--- config.mk ---
export PLATFORM = sky130hd
export DESIGN_NAME = sgs_gen_mem
export DESIGN_NICKNAME = d
export VERILOG_FILES = /design/src/rtl/sgs_pkg.sv /design/src/rtl/sgs_gen_mem.sv
export SDC_FILE = /design/constraint.sdc
export NUM_CORES = 2
export LEC_CHECK = 0
export ABC_CLOCK_PERIOD_IN_PS = 34900
export BUFFER_PORTS_ARGS = -buffer_cell sky130_fd_sc_hd__buf_2
export CELL_PAD_IN_SITES_DETAIL_PLACEMENT = 1
export CELL_PAD_IN_SITES_GLOBAL_PLACEMENT = 2
export CORE_MARGIN = 1
export CORE_UTILIZATION = 54
export CTS_CLUSTER_DIAMETER = 120
export DETAILED_ROUTE_END_ITERATION = 10
export GPL_ROUTABILITY_DRIVEN = 0
export PLACE_DENSITY = 0.88
export SYNTH_ARGS = -nofsm -noshare
export SYNTH_HDL_FRONTEND = slang
export SYNTH_SLANG_ARGS = --single-unit
--- constraint.sdc ---
create_clock -name clk_i -period 34.9 [get_ports clk_i]
set_input_delay 6.98 -clock clk_i [delete_from_list [all_inputs] [get_ports clk_i]]
set_output_delay 6.98 -clock clk_i [all_outputs]
set_load 0.01 [all_outputs]
--- src/rtl/sgs_pkg.sv ---
// Shared types and constants for the segment substitution block.
// Transaction payload structs, generator table entry and pipeline tag.
// No dependencies.
package sgs_pkg;

  localparam int unsigned CoordW    = 32;
  localparam int unsigned IndexW    = 4;
  localparam int unsigned CountW    = 5;
  localparam int unsigned CfgIndexW = 2;
  localparam int unsigned CfgDataW  = 5;

  // configuration register indexes
  localparam logic [CfgIndexW-1:0] CFG_GEN_COUNT  = 2'd0;
  localparam logic [CfgIndexW-1:0] CFG_LEAVE_ORIG = 2'd1;

  // opcodes
  localparam logic OP_LOAD  = 1'b0;
  localparam logic OP_SUBST = 1'b1;

  typedef struct packed {
    logic                     opcode;
    logic [IndexW-1:0]        entry_index;
    logic signed [CoordW-1:0] start_x;
    logic signed [CoordW-1:0] start_y;
    logic signed [CoordW-1:0] end_x;
    logic signed [CoordW-1:0] end_y;
    logic                     is_final;
  } sgs_in_t;

  typedef struct packed {
    logic signed [CoordW-1:0] out_start_x;
    logic signed [CoordW-1:0] out_start_y;
    logic signed [CoordW-1:0] out_end_x;
    logic signed [CoordW-1:0] out_end_y;
    logic                     out_final;
    logic                     last_of_run;
  } sgs_out_t;

  typedef struct packed {
    logic signed [CoordW-1:0] start_x;
    logic signed [CoordW-1:0] start_y;
    logic signed [CoordW-1:0] end_x;
    logic signed [CoordW-1:0] end_y;
    logic                     is_final;
  } sgs_entry_t;

  // tag that travels with each result through the pipeline
  typedef struct packed {
    logic valid;
    logic orig;   // emit the input segment itself, marked final
    logic last;
  } sgs_tok_t;

endpackage

--- src/rtl/sgs_gen_mem.sv ---
// Generator table: one write port, one synchronous (registered) read port.
// Depends on sgs_pkg for the entry type.
module sgs_gen_mem #(
  parameter int unsigned DEPTH = 16,
  parameter int unsigned AW    = 4
) (
  input  logic                clk_i,
  input  logic                we_i,
  input  logic [AW-1:0]       waddr_i,
  input  sgs_pkg::sgs_entry_t wdata_i,
  input  logic                re_i,
  input  logic [AW-1:0]       raddr_i,
  output sgs_pkg::sgs_entry_t rdata_o
);

  sgs_pkg::sgs_entry_t mem_q [DEPTH];
  sgs_pkg::sgs_entry_t rdata_q;

  always_ff @(posedge clk_i) begin
    if (we_i) begin
      mem_q[waddr_i] <= wdata_i;
    end
  end

  always_ff @(posedge clk_i) begin
    if (re_i) begin
      rdata_q <= mem_q[raddr_i];
    end
  end

  assign rdata_o = rdata_q;

endmodule

==> Yosys cells after proc, flatten, opt, wreduce, memory -nomap -nowiden <==
Memory sizes are Yosys's and may differ from the RTL's. A register that Yosys moved wholly into a read port is not among the register bits.
Cells that the tools add are included.
{ "word_totals": {"register_bits": 0, "ramBits": 2064, "output_inout_bits": 129, "word_cells": 3, "n_memories": 1} }
{ "memory_table": {"columns": ["memory", "words", "width", "rd", "rd_ports_with_merged_regs", "wr", "line_no", "rtl"], "rows": [
  ["mem_q", 16, 129, 1, 1, 1, "sgs_gen_mem.sv:16", "sgs_pkg::sgs_entry_t mem_q [DEPTH];"]
]} }
{ "op_classes": {"muxes": 2} }
{ "ops": {"columns": ["op", "n"], "rows": [
  ["$mux W1", 2]
]} }

==> Logic depth before layout (Yosys ltp) <==
{ "depth": {"ltp_word": 2, "ltp_mapped": 8} }

==> Worst setup path before layout <==
OpenSTA, ideal clock, no wires.
{ "synth_timing": {"kind": "input port to flip-flop", "startpoint": "input waddr_i[2]", "endpoint": "memory mem_q[0][0] in the netlist's numbering, enable pin", "setup_time_ps": 777, "arrival_time_ps": 16200, "t_required_ps": 34123, "slack_ps": 17923, "cell_stages": 2, "path_buffers": 0, "path_cell_list": "or3b_2 > nor3_1"} }
{ "synth_lines": {"columns": ["item", "line_no", "rtl"], "rows": [
  ["start, declared", "sgs_gen_mem.sv:9", "input logic [AW-1:0] waddr_i,"],
  ["end, declared", "sgs_gen_mem.sv:16", null]
]} }
No word-level cell before the write port.

==> reports/metrics.cfg <==
[die]
die_w_um = 391
coreArea_mm2 = 0.150
start_util_pct = 54.4
std_cell_rows = 142
ioPinCount = 269
dieArea_mm2 = 0.153
die_y_um = 391

[sta]
setup-tns-final_ps = 0
finClkSkew_ps = 36.4
hold-worst-slack_ps = 748
finalHoldViolCount = 0
slew_headroom_pct = 11.2
period_share_pct = 30.9
fin_ws_ps = 24110
rsz0062_at_grt = no
slew_viol_final = 0
worstMarginPinSlew_ps = 1330
min_period_ps = 10790
setup_violations = 0
fmax_mhz = 92.7

[route]
drt_iter0_markers = 4465
wl_met3_um = 17800
drc = 0
routed.top_layer = met5
viasPerCell = 6.48
wirelength_um = 208000
wl_met1_um = 76900
vias = 38500
antenna_left = 0
dr_wl_met2_um = 108000
wl_per_cell_um = 34.9
dr.pass1.iters = 5

[synthesis]
syn_inst = 3370
ys_types = 29
ys_warn_count = 0
synthArstFlopShare_pct = 0
ys_ff_latch = 2193
syn_area_mm2 = 0.0816
synthesis.nets = 3510
yosysSeqAreaShare_pct = 80.7
synth-main-ff-cell = edfxtp_1
avgSynthCellArea_um2 = 24.2
synth_edf_count = 2193

[critical_path]
worstPathArrival_ps = 11380
slowest_stage = buf_4
cp_data_required_time_ps = 35490
max_stage_delay_ps = 900
cpMostUsedCell = buf_4
worstSetupPathType = in2reg
worstSetupEndpointType = flip-flop
crit_fanout = 75
worstSetupStartpointType = input pin
cp_cell_sequence = buf_8, buf_4, buf_4, buf_4, mux4_2, a22oi_1, nand2_1

[cts]
cts-root-buf = clkbuf_16
cts_buffer_depth = 3
path_clk_slew_ps = 60
hold_buffers = 0
insertion_delay_ps = 840
cts.sinks = 2193
cts_tree = built
postCtsSetupBuffers = 0
cts_resized = 0
htreeDepth = 4
cts_made_buffers = 208

[cells_and_area]
syn2layout_area_growth_pct = 13.1
drive_gt1_share_pct = 32.0
layout_common_cells = edfxtp_1, mux4_2, buf_2
fillerInstances = 12100
fin_area_mm2 = 0.0923
nNetsFinal = 3881
mostFrequentLayoutCell = edfxtp_1

[placed_design]
place_area_mm2 = 0.0853
port_buffers = 268
post-place-ws_ps = 23300
dp_hpwl_um = 101000

[global_route]
track_usage_pct = 27.5
grt_max_degree = 133
grt_pass1_vias = 41300
grt_antenna_before_repair = 49
grt_pass1_wl_um = 296000
grt.overflow.total = 0

[status]
status = complete, no violations

[power_and_ir_drop]
powerDensity_mw_per_mm2 = 60.2
p_total_mw = 5.56
p_leak_nw = 29.3
peakVddDrop_uv = 48.4

[job]
maxCapViolations = 0

[worst_hold_path]
hold_class = reg2reg

[routing by layer]
| layer | vias to the layer above | GRT usage, % |
|---|---|---|
| li1 | 15300 | - |
| met1 | 20800 | 36.5 |
| met2 | 2082 | 47.1 |
| met3 | 363 | 5.32 |
| met4 | 32 | 7.08 |
| met5 | - | 0 |
[metrics by stage]
stage | utilization, % | std cells
CTS | 61.5 | 5933
global placement | 56.9 | 5547
floorplan | - | 3370
global route | 61.6 | 5940
finish | 61.6 | 5948
detailed placement | 56.9 | 5547
[power breakdown]
part | internal [mW] | switching [mW] | leakage (nW) | total, mW
clock network | 1.31 | 0.997 | 3.38 | 2.30
logic | 0.101 | 0.165 | 6.01 | 0.265
registers | 2.97 | 0.0245 | 19.9 | 2.99
[cell usage after synthesis (all sizes together), types with 3 or more instances]
library cell,n,area [um^2]
mux2i,21,210
and2,3,18.8
nand2b,15,93.8
mux2,53,597
nor2b,23,144
a221oi,11,109
o22a,5,43.8
edfxtp,2193,65900
nor2,15,56.3
buf,132,812
nor3,4,20.0
clkbuf,45,169
mux4,487,11000
o21ai,13,65.1
nand2,102,383
o221ai,18,158
a22oi,224,1880
[cell type report]
| class | count | area [um^2] | share of cell area, % |
|---|---|---|---|
| clock buffers | 249 | 5400 | 5.85 |
| multi-input cells | 1000 | 14900 | 16.2 |
| repair buffers | 338 | 2010 | 2.18 |
| diodes | 15 | 37.5 | 0.0407 |
| clock inverters | 137 | 1570 | 1.70 |
| well taps | 2016 | 2520 | 2.73 |
| flip-flops and latches | 2193 | 65900 | 71.3 |
[critical path: cells and delay by family]
kind	cells	cell delay [ps]
compound gates	1	280
mux	1	620
buf+inv	4	2960
simple gates	1	100
[final timing paths]
check / startpoint / endpoint / slack, ps / cells after the start
worst max-delay path: raddr_i[0] / rdata_o[84]$_DFFE_PP_ / 24110 / 7
worst min register to register: mem_q[14][104]$_DFFE_PP_ / rdata_o[104]$_DFFE_PP_ / 750 / 3
worst max register to register: mem_q[0][30]$_DFFE_PP_ / rdata_o[30]$_DFFE_PP_ / 33290 / 3
worst min-delay path: mem_q[14][104]$_DFFE_PP_ / rdata_o[104]$_DFFE_PP_ / 750 / 3
[registers in the layout, indices dropped and copies added, names as in the netlist]
name,flops
mem_q,2064
rdata_o,129
[logic make-up after synthesis]
kind of cell / after synthesis / share of synthesized area [%]
DFF: 2193 / 80.7
muxes: 561 / 14.4
buffers and inverters: 177 / 1.20
AOI/OAI and AO/OA: 271 / 2.77
and+or+nand+nor: 168 / 0.929
Note: power is estimated with default switching activity, not from simulation.
