--- config.mk ---
export PLATFORM = sky130hd
export DESIGN_NAME = sgs_ctrl
export DESIGN_NICKNAME = d
export VERILOG_FILES = /design/src/rtl/sgs_pkg.sv /design/src/rtl/sgs_ctrl.sv
export SDC_FILE = /design/constraint.sdc
export NUM_CORES = 1
export LEC_CHECK = 0
export ABC_AREA = 1
export BUFFER_PORTS_ARGS = -buffer_cell sky130_fd_sc_hd__buf_2
export CAP_MARGIN = 5
export CORE_AREA = 2 2 48 72
export CTS_CLUSTER_DIAMETER = 80
export DETAILED_ROUTE_END_ITERATION = 7
export DIE_AREA = 0 0 50 74
export GPL_ROUTABILITY_DRIVEN = 0
export HOLD_SLACK_MARGIN = 0.03
export PLACE_DENSITY_LB_ADDON = 0.12
export SYNTH_ARGS = -nofsm -noshare
export SYNTH_HDL_FRONTEND = slang
export SYNTH_SLANG_ARGS = --single-unit
--- constraint.sdc ---
create_clock -name clk_i -period 1.92 [get_ports clk_i]
set_input_delay 0.192 -clock clk_i [delete_from_list [all_inputs] [get_ports clk_i]]
set_output_delay 0.192 -clock clk_i [all_outputs]
set_load 0.02 [all_outputs]
--- src/rtl/sgs_pkg.sv ---
// Shared types and constants for the segment substitution block.
// Transaction payload structs, generator table entry and pipeline tag.
// No dependencies.
package sgs_pkg;

  localparam int unsigned CoordW    = 32;
  localparam int unsigned IndexW    = 4;
  localparam int unsigned CountW    = 5;
  localparam int unsigned CfgIndexW = 2;
  localparam int unsigned CfgDataW  = 5;

  // configuration register indexes
  localparam logic [CfgIndexW-1:0] CFG_GEN_COUNT  = 2'd0;
  localparam logic [CfgIndexW-1:0] CFG_LEAVE_ORIG = 2'd1;

  // opcodes
  localparam logic OP_LOAD  = 1'b0;
  localparam logic OP_SUBST = 1'b1;

  typedef struct packed {
    logic                     opcode;
    logic [IndexW-1:0]        entry_index;
    logic signed [CoordW-1:0] start_x;
    logic signed [CoordW-1:0] start_y;
    logic signed [CoordW-1:0] end_x;
    logic signed [CoordW-1:0] end_y;
    logic                     is_final;
  } sgs_in_t;

  typedef struct packed {
    logic signed [CoordW-1:0] out_start_x;
    logic signed [CoordW-1:0] out_start_y;
    logic signed [CoordW-1:0] out_end_x;
    logic signed [CoordW-1:0] out_end_y;
    logic                     out_final;
    logic                     last_of_run;
  } sgs_out_t;

  typedef struct packed {
    logic signed [CoordW-1:0] start_x;
    logic signed [CoordW-1:0] start_y;
    logic signed [CoordW-1:0] end_x;
    logic signed [CoordW-1:0] end_y;
    logic                     is_final;
  } sgs_entry_t;

  // tag that travels with each result through the pipeline
  typedef struct packed {
    logic valid;
    logic orig;   // emit the input segment itself, marked final
    logic last;
  } sgs_tok_t;

endpackage

--- src/rtl/sgs_ctrl.sv ---
// Sequencer: walks the generator table one entry per cycle while adv_i is
// high, then the optional kept original, and tags each issued read. Depends on sgs_pkg.
module sgs_ctrl #(
  parameter int unsigned CW            = 5,
  parameter int unsigned AW            = 4
) (
  input  logic              clk_i,
  input  logic              rst_ni,
  input  logic              adv_i,
  input  logic              start_i,
  input  logic [CW-1:0]     gen_n_i,
  input  logic              orig_i,
  input  logic              done_i,
  output logic              idle_o,
  output logic [AW-1:0]     rd_addr_o,
  output sgs_pkg::sgs_tok_t tok_o
);

  typedef enum logic [2:0] {
    ST_IDLE  = 3'b001,
    ST_ISSUE = 3'b010,
    ST_DRAIN = 3'b100
  } state_e;

  state_e            state_q, state_d;
  logic [CW-1:0]     idx_q, idx_d;
  logic [CW-1:0]     gen_n_q, gen_n_d;
  logic              orig_q, orig_d;
  sgs_pkg::sgs_tok_t tok_q, tok_d;
  sgs_pkg::sgs_tok_t tok_iss;
  logic              is_orig;

  assign is_orig = (idx_q == gen_n_q);

  always_comb begin
    tok_iss = '0;
    if (state_q == ST_ISSUE) begin
      tok_iss.valid = 1'b1;
      tok_iss.orig  = is_orig;
      tok_iss.last  = is_orig || (!orig_q && (idx_q == gen_n_q - CW'(1)));
    end
  end

  always_comb begin
    state_d = state_q;
    idx_d   = idx_q;
    gen_n_d = gen_n_q;
    orig_d  = orig_q;
    tok_d   = tok_q;
    if (adv_i) begin
      tok_d = tok_iss;
    end
    case (state_q)
      ST_IDLE: begin
        if (start_i) begin
          state_d = ST_ISSUE;
          idx_d   = '0;
          gen_n_d = gen_n_i;
          orig_d  = orig_i;
        end
      end
      ST_ISSUE: begin
        if (adv_i) begin
          idx_d = idx_q + CW'(1);
          if (tok_iss.last) begin
            state_d = ST_DRAIN;
          end
        end
      end
      ST_DRAIN: begin
        if (done_i) begin
          state_d = ST_IDLE;
        end
      end
      default: begin
        state_d = ST_IDLE;
      end
    endcase
  end

  always_ff @(posedge clk_i or negedge rst_ni) begin
    if (!rst_ni) begin
      state_q <= ST_IDLE;
      idx_q   <= '0;
      gen_n_q <= '0;
      orig_q  <= 1'b0;
      tok_q   <= '0;
    end else begin
      state_q <= state_d;
      idx_q   <= idx_d;
      gen_n_q <= gen_n_d;
      orig_q  <= orig_d;
      tok_q   <= tok_d;
    end
  end

  assign idle_o    = (state_q == ST_IDLE);
  assign rd_addr_o = idx_q[AW-1:0];
  assign tok_o     = tok_q;

endmodule

# --- After elaboration in Yosys (flattened, before gate mapping) ---
# Cells that the tools add are included.
op_classes:
  addsub: 2
  eq_ne: 9
  n_mux: 9
  n_reduce_logical: 7
op_table:
  columns: ["cell", "count"]
  rows:
  - ["3-bit 2-to-1 mux", 5]
  - ["5-bit == test", 2]
  - ["5-bit 2-to-1 mux", 2]
  - ["5-bit one-hot mux with 2 select lines", 1]
  - ["3-bit one-hot mux with 3 select lines", 1]
  - ["2-bit inequality test (second input constant)", 4]
  - ["5-bit by 1-bit adder with 5-bit output (second input constant)", 1]
  - ["5-bit by 1-bit subtractor with 5-bit output (second input constant)", 1]
  - ["4-bit AND reduction", 1]
  - ["3-bit by 1-bit == test with 1-bit output (second input constant)", 1]
  - ["3-bit by 2-bit == test with 1-bit output (second input constant)", 1]
  - ["3-bit == test (second input constant)", 1]
  - ["3-bit AND reduction", 1]
  - ["2-bit AND reduction", 1]
  - ["2-bit nonzero test", 1]
  - ["1-bit logical AND", 1]
  - ["1-bit logical NOT", 1]
  - ["1-bit logical OR", 1]
word_totals:
  ff_bits: 17
  out_inout_bits: 8
  elab_cells: 34

# --- Longest topological paths before layout ---
# Gate-level depths: netlist of run 1.
depth:
  word_depth: 8
  depth_mapped: 12
  ltp_nobuf: 12

# --- Worst setup path after synthesis of run 1 ---
# No wires, ideal clock.
synth_path:
  path_kind: "flip-flop to flip-flop"
  startpoint: "reg state_q[0]"
  endpoint: "reg idx_q[3]"
  setup_ns: 0.123
  t_arrival_ns: 1.321
  t_required_ns: 1.797
  slack_ns: 0.476
  path_stages_with_launch: 8
  path_buffers: 0
  synth_period_minus_slack_ns: 1.444
  cell_sequence: "dfstp_2 > inv_1 > nor3_4 > nand2_4 > nand2_4 > nand4_2 > o21ai_1 > a21oi_1"
synth_via:
  elab_chain_len: 3
  word_cells_on_any_way: 7
synth_rtl:
  columns: ["element", "line_no", "source"]
  rows:
  - ["start: declaration", "sgs_ctrl.sv:25", "state_e state_q, state_d;"]
  - ["start signal: assignment", "sgs_ctrl.sv:89", "state_q <= state_d;"]
  - ["3-bit by 1-bit == test with 1-bit output (*)", null, null]
  - ["net idle_o", "sgs_ctrl.sv:14", "output logic idle_o,"]
  - ["2-bit inequality test (no line) or 2-bit nonzero test (tied branches)", null, null]
  - ["3-bit AND reduction (no line)", null, null]
  - ["end signal: assignment", "sgs_ctrl.sv:90", "idx_q <= idx_d;"]
  - ["end: declaration", "sgs_ctrl.sv:26", "logic [CW-1:0] idx_q, idx_d;"]
# The timed path passes the listed nets; every way through them passes the cells marked *.
# A chain may end at the register's enable or synchronous reset.

# --- Worst setup path in the final report of run 1 ---
layout_path:
  startpoint: "reg gen_n_q[0]"
  endpoint: "reg state_q[1]"
layout_via:
  elab_chain_len: 7
  word_cells_on_any_way: 8
layout_rtl:
  columns: ["element", "line_no", "source"]
  rows:
  - ["start: declaration", "sgs_ctrl.sv:27", "logic [CW-1:0] gen_n_q, gen_n_d;"]
  - ["start signal: assignment", "sgs_ctrl.sv:91", "gen_n_q <= gen_n_d;"]
  - ["5-bit by 1-bit subtractor with 5-bit output", "sgs_ctrl.sv:40", "tok_iss.last = is_orig || (!orig_q && (idx_q == gen_n_q - CW'(1)));"]
  - ["5-bit == test", "sgs_ctrl.sv:40", null]
  - ["1-bit logical AND", "sgs_ctrl.sv:40", null]
  - ["1-bit logical OR (*)", "sgs_ctrl.sv:40", null]
  - ["3-bit 2-to-1 mux (*)", "sgs_ctrl.sv:37", "if (state_q == ST_ISSUE) begin"]
  - ["2-bit inequality test (no line) (*)", null, null]
  - ["4-bit AND reduction (no line) (*)", null, null]
# Mark *: on every way between the ends. The rest lies on a longest branch, timed or not.

==> results of run 1 <==
==> routing by layer <==
metal  vias to the layer above  GRT usage (%)  part of all wire (%)
li1                        459              -                     -
met1                       400          16.77                    39
met2                        19          28.22                    56
met3                         2          1.807                   3.3
met4                         0          4.630                  0.87
met5                         -              0                     0
==> power groups by stage <==
stage | clock network (W) | logic (W) | registers, W
after floorplan | 0 | 0.000626 | 0.000576
after global placement | 0 | 0.000772 | 0.000583
after detailed placement | 0 | 0.000784 | 0.000589
after CTS | 0.000281 | 0.000789 | 0.000583
after global routing | 0.000294 | 0.000903 | 0.000603
final | 0.000271 | 0.000777 | 0.000580
==> stage by stage <==
step                      cell area [um^2]  setup WS [ns]  util (%)  cells  hold WS (ns)
after global placement                1125         0.4428     36.32    188        0.1426
final                                 1181         0.3806     38.14    193        0.1484
after detailed placement              1125         0.3931     36.32    188        0.1526
after floorplan                       1026         0.4759         -    135       -0.1036
after global routing                  1181         0.1906     38.14    193        0.1618
after CTS                             1181         0.3778     38.14    193        0.1420
==> Yosys cell counts (2+ instances only) <==
library cell / instances / area [um^2]
sky130_fd_sc_hd__a21oi_1: 4 / 20.02
sky130_fd_sc_hd__buf_4: 4 / 30.03
sky130_fd_sc_hd__dfrtp_1: 16 / 400.4
sky130_fd_sc_hd__ha_1: 2 / 25.02
sky130_fd_sc_hd__inv_1: 19 / 71.32
sky130_fd_sc_hd__nand2_1: 47 / 176.4
sky130_fd_sc_hd__nand2_4: 3 / 33.78
sky130_fd_sc_hd__nand3_1: 5 / 25.02
sky130_fd_sc_hd__nor2_1: 8 / 30.03
sky130_fd_sc_hd__o21ai_0: 7 / 35.03
sky130_fd_sc_hd__o21ai_1: 3 / 15.01
sky130_fd_sc_hd__o22ai_1: 2 / 12.51
sky130_fd_sc_hd__o31ai_1: 2 / 15.01
==> area by class of cell <==
type	count	area [um^2]	area share, %
Multi-Input combinational cell	92	478.0	40.47
Tap cell	40	50.05	4.237
Sequential cell	17	426.7	36.12
Timing Repair Buffer	19	100.1	8.475
Inverter	21	80.08	6.780
Clock inverter	1	5.005	0.4237
Clock buffer	3	41.29	3.496
==> worst register-to-register path, delay by kind of cell, from the launching register on <==
family                     cells  cell delay, ns
DFF                            1            0.39
buffers and inverters          1            0.11
and+or+nand+nor                9            0.57
adders and majority gates      1            0.26
AOI/OAI and AO/OA              1            0.11
==> cell families (layout without fill, tap and decap cells) <==
kind of cell | count (synthesis) | in the layout | share of synthesized area, %
adder cells (fa/ha/maj) | 2 | 2 | 2.439
AO/OA/AOI/OAI | 19 | 19 | 10.36
flip-flops | 17 | 17 | 41.59
XOR/XNOR | 1 | 1 | 0.8538
buffers and inverters | 26 | 44 | 11.83
AND/OR/NAND/NOR | 70 | 70 | 32.93
==> flip-flops by register name, summed over array words and instances, names as in the netlist <==
name,count
orig_q,1
state_q,3
tok_o,3
gen_n_q,5
idx_q,5
==> final timing paths <==
check | startpoint | end | slack [ns] | cells past startpoint
min | gen_n_i[2] | gen_n_q[2]$_DFFE_PN0P_ | 0.15 | 3
max | gen_n_q[0]$_DFFE_PN0P_ | state_q[1]$_DFFE_PN0P_ | 0.38 | 12
max in group asynchronous | rst_ni | state_q[0]$_DFFE_PN1P_ | 1.20 | 2
min reg2reg | tok_o[0]$_DFFE_PN0P_ | tok_o[0]$_DFFE_PN0P_ | 0.52 | 2
min in group asynchronous | rst_ni | idx_q[4]$_DFFE_PN0P_ | 0.40 | 2
max reg2reg | gen_n_q[0]$_DFFE_PN0P_ | state_q[1]$_DFFE_PN0P_ | 0.38 | 12
==> what timing repair did <==
item | 4_1_cts | 5_1_grt
hold buffers | 1 | 0
hold endpoints to repair | 16 | 0
setup endpoints to repair | 0 | 0
==> impl_metrics.toml, run 1 <==
[outcome]
status = "complete, no violations"

[power]
sequentialPowerShare_pct = 35.6
power.combinational.fraction_pct = 47.7
power.clock.fraction_pct = 16.6
power.total_w = 0.001628
power_density_nw_per_um2 = 1378
internal-power_w = 0.0008984
switchingPower_w = 0.0007294
p_leak_nw = 0.6409
sw_frac_of_total_pct = 44.81
maximum_resistive_drop_on_vdd_v = 0.0006127

[final_layout]
num_antenna_cells = 0
net_count_reported_at_finish = 167
final_common_cell = "sky130_fd_sc_hd__nand2_1"
area_growth_pct = 15.12
filler_cells = 324
fraction_of_layout_cells_with_a_size_suffix_above_1_pct = 21.57
mostFrequentLayoutCells = "sky130_fd_sc_hd__nand2_1 (47), sky130_fd_sc_hd__inv_1 (19), sky130_fd_sc_hd__buf_2 (18)"

[critical_path]
critical-path-slowest-cell = "sky130_fd_sc_hd__dfrtp_1"
timing.critical_path.mode_cell = "sky130_fd_sc_hd__nand2_1"
worstPathCellList = "inv_1, ha_1, nand2_1, nand2_1, nor2_1, nand2_1, a21oi_1, nand2_1, nand3_1, nand2_1, nand2_1, nand2_1"
worst-path-max-fanout = 4
path_delay_family = "simple AND/OR/NAND/NOR gates"
startpoint_type_of_the_worst_setup_path = "register"
worst-endpoint-required_ns = 2.06
endpoint_kind = "register"
timing.critical_path.buf_inv = 1
critical_path_class = "register to register"
cpPeakStageDelay_ns = 0.39
critical_path_arrival_ns = 1.68

[synth]
synth_enable_flop_cells = 0
syn_nets = 148
synth.avg_cell_area_um2 = 7.600
synthArstFlopShare_pct = 100.0
postSynthRegisterBits = 17
cells_after_synth = 135
yosys_most_used_dff = "sky130_fd_sc_hd__dfrtp_1"
post_synth_num_cell_types = 26
syn-cell-area_um2 = 1026
yosysSeqAreaShare_pct = 41.59
ys_warn_count = 0

[drt]
detail_route.wl_per_cell_um = 11.97
final_antenna_net_count = 0
remaining_drc_errors = 0
drt_pre_antenna_iters = 4
viasPerCell = 4.560
drt_iter0_drc = 13
totalWireLength_um = 2311
route.vias.total = 880

[grt]
wire_length_of_the_first_global_routing_pass_um = 4181
globalRouteTotalUtil_pct = 14.76
globalRouteOverflowTotal = 0
initial_antenna_violation_count = 0
grt_pass1_vias = 899
maximum_number_of_pins_on_one_net_before_global_route_repair = 18

[sta]
worst_slew_margin_rel_pct = 72.99
fin_skew_ns = 0.002233
timing_worst_slew_pin_value_ns = 0.4051
setup_total_negative_slack_ns = 0
timing.final.hold_violations = 0
period_share_pct = 80.18
slew_viol_final = 0
max_clock_freq_ghz = 0.6496
timing.final.setup_violations = 0
final_period_minus_worst_setup_slack_ns = 1.539
grt_setup_unrepaired = "no"

[clock_network]
postCtsSetupRepairBufs = 0
clock_tree_from_tritoncts = "yes"
cts_repair_resize_count = 0
clk_pin_slew_worst_paths_ns = 0.07
worstSkewPairLatency_ns = 0.25
cts-root-to-sink-buffers = 2
cts_inserted_buffers = 3
clkSinkCount = 17
cts-htree-levels = 1
clk_root_buffer_cell = "sky130_fd_sc_hd__clkbuf_8"

[floorplanning]
floorplan.die_area_um2 = 3700
io_pins = 19
std_cell_rows = 25
dieHeight_um = 74
std_cell_core_area_um2 = 3097
initial_utilization_pct = 33.13
die_width_um = 50

[placement]
post-dp-hpwl_um = 1824
numPortBuffers = 18

[worst_hold_path]
min_path_type = "primary input to register"

[job]
maxCapViolations = 0
No activity file was read; power rests on OpenSTA's default activity.
==> run 2, diff against run 1 <==
- clock period: 1.92 -> 1.3 ns (I/O delays scaled with it)
==> run 2 against run 1 <==
  * The flow now finishes with violations (negative setup slack)
  * Largest cell class unchanged
  * Clock-buffer cell count up 1
  * Largest power group unchanged
  * Total power grew 110%
  * Highest routed layer unchanged
  * Sequential share of layout area is 8.3 points lower
  * First-iteration DRC count up 31%
  * Worst hold slack worse by 0.057 ns
  * Sequential power up 48%
  * Register-to-register slack worse by 0.49 ns
==> impl_metrics.toml, run 2 (same netlist as run 1, synthesis figures left out) <==
[floorplanning]
die_width_um = 50
floorplan.die_area_um2 = 3700
std_cell_rows = 25
dieHeight_um = 74
initial_utilization_pct = 33.13
std_cell_core_area_um2 = 3097
io_pins = 19

[clock_network]
clock_tree_from_tritoncts = "yes"
worstSkewPairLatency_ns = 0.25
cts-root-to-sink-buffers = 2
clk_root_buffer_cell = "sky130_fd_sc_hd__clkbuf_8"
clk_pin_slew_worst_paths_ns = 0.07
cts-htree-levels = 1
cts_inserted_buffers = 3
clkSinkCount = 17

[critical_path]
critical_path_class = "register to output pin"
worstPathCellList = "inv_2, nor3_4, buf_4, buf_6, buf_6"
worst-endpoint-required_ns = 1.17
cpPeakStageDelay_ns = 0.54
worstRegToRegCells = 12
critical-path-slowest-cell = "sky130_fd_sc_hd__dfstp_2"
critical_path_arrival_ns = 1.32
timing.critical_path.mode_cell = "sky130_fd_sc_hd__buf_6"
r2r-end = "state_q[1]$_DFFE_PN0P_"
endpoint_kind = "output pin"
startpoint_type_of_the_worst_setup_path = "register"
worst-path-max-fanout = 2
r2r_start = "gen_n_q[0]$_DFFE_PN0P_"
ff2ff_setup_slack_ns = -0.11

[drt]
drt_pre_antenna_iters = 4
final_antenna_net_count = 0
route.vias.total = 1030
viasPerCell = 4.747
detail_route.wl_per_cell_um = 12.89
remaining_drc_errors = 0
totalWireLength_um = 2798
drt_iter0_drc = 17

[grt]
globalRouteTotalUtil_pct = 15.95
wire_length_of_the_first_global_routing_pass_um = 4443
maximum_number_of_pins_on_one_net_before_global_route_repair = 18
globalRouteOverflowTotal = 0
initial_antenna_violation_count = 0
grt_pass1_vias = 1031

[worst_hold_path]
whs_path_depth = 3
hold_path_end = "orig_q$_DFFE_PN0P_"
hold_path.startpoint = "orig_i"
min_path_type = "primary input to register"

[final_layout]
area_growth_pct = 50.12
final_common_cell = "sky130_fd_sc_hd__nand2_1"
net_count_reported_at_finish = 191
num_antenna_cells = 0
leading_registers_by_flop_count = "gen_n_q x5, idx_q x5"
fraction_of_layout_cells_with_a_size_suffix_above_1_pct = 44.07
design_area_um2 = 1540
mostFrequentLayoutCells = "sky130_fd_sc_hd__nand2_1 (37), sky130_fd_sc_hd__buf_4 (18), sky130_fd_sc_hd__buf_2 (17)"
final-instance-count-excl-fill = 217

[sta]
slew_viol_final = 0
timing.final.setup_violations = 16
period_share_pct = 111.3
timing.final.hold_violations = 0
hold_slack_ns = 0.09187
post-route-worst-setup-slack_ns = -0.1465
final_period_minus_worst_setup_slack_ns = 1.446
worst_slew_margin_rel_pct = 72.36
max_clock_freq_ghz = 0.6913
timing_worst_slew_pin_value_ns = 0.4147
fin_skew_ns = 0.003037
grt_setup_unrepaired = "yes"

[outcome]
violations_in_the_final_reports = "negative setup slack"
status = "finished with violations"

[placement]
placed_cells_incl_taps = 204
dpl_cell_area_um2 = 1257
numPortBuffers = 18
post-dp-hpwl_um = 1925

[power]
p_leak_nw = 0.7895
power_density_nw_per_um2 = 2214
maximum_resistive_drop_on_vdd_v = 0.0008788

[job]
maxCapViolations = 0
==> run 2: worst max-delay path by stage <==
stage / startpoint / to / slack (ns) / depth (start not counted)
floorplan: state_q[0]$_DFFE_PN1P_ / idx_q[3]$_DFFE_PN0P_ / -0.13 / 7
finish: state_q[0]$_DFFE_PN1P_ / idle_o / -0.15 / 5
CTS: gen_n_q[0]$_DFFE_PN0P_ / state_q[1]$_DFFE_PN0P_ / -0.14 / 12
detailed placement: gen_n_q[0]$_DFFE_PN0P_ / state_q[1]$_DFFE_PN0P_ / -0.11 / 12
global route: gen_n_q[0]$_DFFE_PN0P_ / state_q[1]$_DFFE_PN0P_ / -0.26 / 12
global placement: gen_n_q[0]$_DFFE_PN0P_ / state_q[1]$_DFFE_PN0P_ / -0.09 / 12
==> run 2: power breakdown <==
group          switching [W]  internal, W
Sequential          0.000150     0.000706
Clock               0.000181     0.000217
Combinational        0.00113      0.00103
==> run 2: critical path, delay by kind of cell (launching register included) <==
kind | cells | cell delay (ns)
buffers and inverters | 4 | 0.38
DFF | 1 | 0.54
and+or+nand+nor | 1 | 0.14
==> run 2: per-stage QoR <==
| step | setup WS (ns) | power, W | utilization (%) | TNS (ns) |
|---|---|---|---|---|
| 2_1_floorplan | -0.1258 | 0.001824 | - | -0.6996 |
| 3_3_place_gp | -0.08805 | 0.002320 | 40.61 | -0.2374 |
| 3_5_place_dp | -0.1099 | 0.002357 | 40.61 | -0.3395 |
| 4_1_cts | -0.1383 | 0.002997 | 44.81 | -0.5870 |
| 5_1_grt | -0.2621 | 0.003696 | 49.74 | -2.152 |
| 6_report | -0.1465 | 0.003410 | 49.74 | -0.7362 |
==> run 2: layout make-up <==
| class | count | area, um^2 |
|---|---|---|
| timing repair inverter | 1 | 16.27 |
| multi-input combinational | 92 | 600.6 |
| timing repair buffer | 42 | 306.5 |
| inverter | 21 | 93.84 |
| tap | 40 | 50.05 |
| clock buffer | 4 | 45.04 |
| fill | 323 | 1556 |
| sequential | 17 | 427.9 |
==> run 2: timing repair <==
| item | 4_1_cts | 5_1_grt |
|---|---|---|
| hold buffers | 1 | 0 |
| resized for setup | 11 | 32 |
| gates cloned | 0 | 1 |
| pin swaps | 3 | 3 |
| setup buffers | 3 | 4 |
| endpoints found under the setup margin | 8 | 18 |
| hold endpoints to repair | 16 | 0 |
==> run 2: routing by layer <==
metal	vias up	global-route usage, %	wire length (um)
li1	506	-	-
met1	478	16.05	965
met2	37	31.29	1623
met3	9	2.008	104
met4	0	8.333	104
met5	-	0	0
==> run 3, diff against run 2 <==
- GPL_ROUTABILITY_DRIVEN: 0 -> unset
- SETUP_SLACK_MARGIN: unset -> 0.5
==> run 3 against run 2 <==
  * The flow still finishes with violations (negative setup slack)
  * Clock-buffer cell count fell by 1
  * Worst setup slack gained 0.025 ns
  * Final area grew 12%
  * Worst hold slack lost 0.0062 ns
  * Combinational power rose by 7%
  * Critical endpoint is now state_q[1]$_DFFE_PN0P_
  * Sequential power increased by 0.5%
  * Fmax rose by 1.8%
  * Via count rose by 2.6%
  * Clock skew is 0.0020 ns higher
  * Global-route usage is 0.17 points higher
  * Clock power grew 3%
  * Register-to-register slack barely moved
==> impl_metrics.toml, run 3 (same netlist as run 1, synthesis figures left out) <==
[outcome]
status = "finished with violations"
violations_in_the_final_reports = "negative setup slack"

[floorplanning]
floorplan.die_area_um2 = 3700
initial_utilization_pct = 33.13
die_width_um = 50
std_cell_rows = 25
std_cell_core_area_um2 = 3097
io_pins = 19
dieHeight_um = 74

[placement]
post-dp-hpwl_um = 1956
numPortBuffers = 18
gpl.final_weighted_congestion = 0.9092
placed_cells_incl_taps = 207
dpl_cell_area_um2 = 1280

[sta]
timing.final.setup_violations = 10
timing.final.hold_violations = 0
post-route-worst-setup-slack_ns = -0.1212
timing_worst_slew_pin_value_ns = 0.4116
max_clock_freq_ghz = 0.7037
grt_setup_unrepaired = "yes"
worst_slew_margin_rel_pct = 72.56
hold_slack_ns = 0.08571
fin_skew_ns = 0.005031
period_share_pct = 109.3
final_period_minus_worst_setup_slack_ns = 1.421
slew_viol_final = 0

[clock_network]
cts-htree-levels = 1
worstSkewPairLatency_ns = 0.26
cts_inserted_buffers = 3
clk_pin_slew_worst_paths_ns = 0.07
clock_tree_from_tritoncts = "yes"
clk_root_buffer_cell = "sky130_fd_sc_hd__clkbuf_8"
clkSinkCount = 17
cts-root-to-sink-buffers = 2

[drt]
drt_iter0_drc = 11
detail_route.wl_per_cell_um = 12.31
totalWireLength_um = 2820
route.vias.total = 1057
viasPerCell = 4.616
remaining_drc_errors = 0
final_antenna_net_count = 0
drt_pre_antenna_iters = 4

[grt]
globalRouteTotalUtil_pct = 16.12
wire_length_of_the_first_global_routing_pass_um = 4540
globalRouteOverflowTotal = 0
maximum_number_of_pins_on_one_net_before_global_route_repair = 18
initial_antenna_violation_count = 0
grt_pass1_vias = 1068

[final_layout]
leading_registers_by_flop_count = "gen_n_q x5, idx_q x5"
fraction_of_layout_cells_with_a_size_suffix_above_1_pct = 51.85
mostFrequentLayoutCells = "sky130_fd_sc_hd__nand2_1 (37), sky130_fd_sc_hd__buf_6 (21), sky130_fd_sc_hd__buf_4 (21)"
final_common_cell = "sky130_fd_sc_hd__nand2_1"
num_antenna_cells = 0
filler_cells = 288
net_count_reported_at_finish = 203
final-instance-count-excl-fill = 229
utilization_pct = 55.60
design_area_um2 = 1722
area_growth_pct = 67.80

[critical_path]
worstRegToRegCells = 12
endpoint_kind = "register"
startpoint = "gen_n_q[1]$_DFFE_PN0P_"
worst-path-max-fanout = 2
critical_path_arrival_ns = 1.58
startpoint_type_of_the_worst_setup_path = "register"
r2r-end = "state_q[1]$_DFFE_PN0P_"
r2r_start = "gen_n_q[1]$_DFFE_PN0P_"
ff2ff_setup_slack_ns = -0.12
critical_path_class = "register to register"
worst-endpoint-required_ns = 1.46

[worst_hold_path]
hold_path_end = "gen_n_q[0]$_DFFE_PN0P_"
whs_path_depth = 3
min_path_type = "primary input to register"
hold_path.startpoint = "gen_n_i[0]"

[power]
p_leak_nw = 0.8842
maximum_resistive_drop_on_vdd_v = 0.001005
power_density_nw_per_um2 = 2077

[job]
maxCapViolations = 0
run 3: cell types whose count changed in the layout (fill, tap and decap cells not counted), sizes merged:
cell    delta
buf       +12
clkbuf     -1
clkinv     +1
run 3: report_power, final:
group          switching [W]  leakage (nW)  internal [W]  total [W]
clock network       0.000198        0.0255      0.000213   0.000411
logic                0.00113         0.641       0.00118    0.00230
registers           0.000153         0.217      0.000708   0.000861
total                0.00148         0.884       0.00210    0.00358
run 3: timing repair:
action                                 in CTS  in global routing
cloned                                      1                  0
resized for setup                          38                 37
setup endpoints to repair                  25                 25
endpoints found under the hold margin      16                  0
hold buffers                                1                  0
pin swaps                                   7                  6
buffers inserted                            8                  8
run 3: cell type report:
class | count | area (um^2) | share of cell area (%)
sequential | 17 | 429.2 | 24.93
clock buffer | 3 | 41.29 | 2.398
timing repair buffer | 54 | 474.2 | 27.54
tap | 40 | 50.05 | 2.907
inverter | 21 | 93.84 | 5.451
clock inverter | 1 | 5.005 | 0.2907
timing repair inverter | 1 | 16.27 | 0.9448
multi-input combinational | 92 | 611.8 | 35.54
run 3: worst max-delay path by stage:
stage / end / slack [ns]
floorplan: idx_q[3]$_DFFE_PN0P_ / -0.13
global placement: idx_q[3]$_DFFE_PN0P_ / -0.09
detailed placement: state_q[1]$_DFFE_PN0P_ / -0.10
CTS: state_q[1]$_DFFE_PN0P_ / -0.12
global route: state_q[1]$_DFFE_PN0P_ / -0.23
finish: state_q[1]$_DFFE_PN0P_ / -0.12
run 3: metrics by stage:
step | setup TNS (ns) | setup WS (ns) | power (W)
after global routing | -1.558 | -0.2325 | 0.003862
after floorplan | -0.6991 | -0.1257 | 0.001827
after detailed placement | -0.3434 | -0.1044 | 0.002403
after CTS | -0.6557 | -0.1209 | 0.003193
final | -0.5948 | -0.1212 | 0.003576
after global placement | -0.2781 | -0.09210 | 0.002376
run 3: worst max-delay path: stages (launching register included):
cell and delay, ns:
sky130_fd_sc_hd__dfrtp_1 0.40, sky130_fd_sc_hd__inv_2 0.09, sky130_fd_sc_hd__ha_4 0.20, sky130_fd_sc_hd__nand2_2 0.05
sky130_fd_sc_hd__nand2_2 0.04, sky130_fd_sc_hd__nor2_2 0.07, sky130_fd_sc_hd__nand2_1 0.06, sky130_fd_sc_hd__a21oi_2 0.10
sky130_fd_sc_hd__nand2_1 0.09, sky130_fd_sc_hd__nand3_1 0.07, sky130_fd_sc_hd__nand2_1 0.05, sky130_fd_sc_hd__nand2_1 0.05
sky130_fd_sc_hd__nand2_1 0.04
run 3: per-layer routing:
layer	wire, um	global-route usage (%)	vias up
li1	-	-	531
met1	1026	16.05	502
met2	1666	32.89	19
met3	80	1.807	5
met4	45	6.481	0
met5	0	0	-
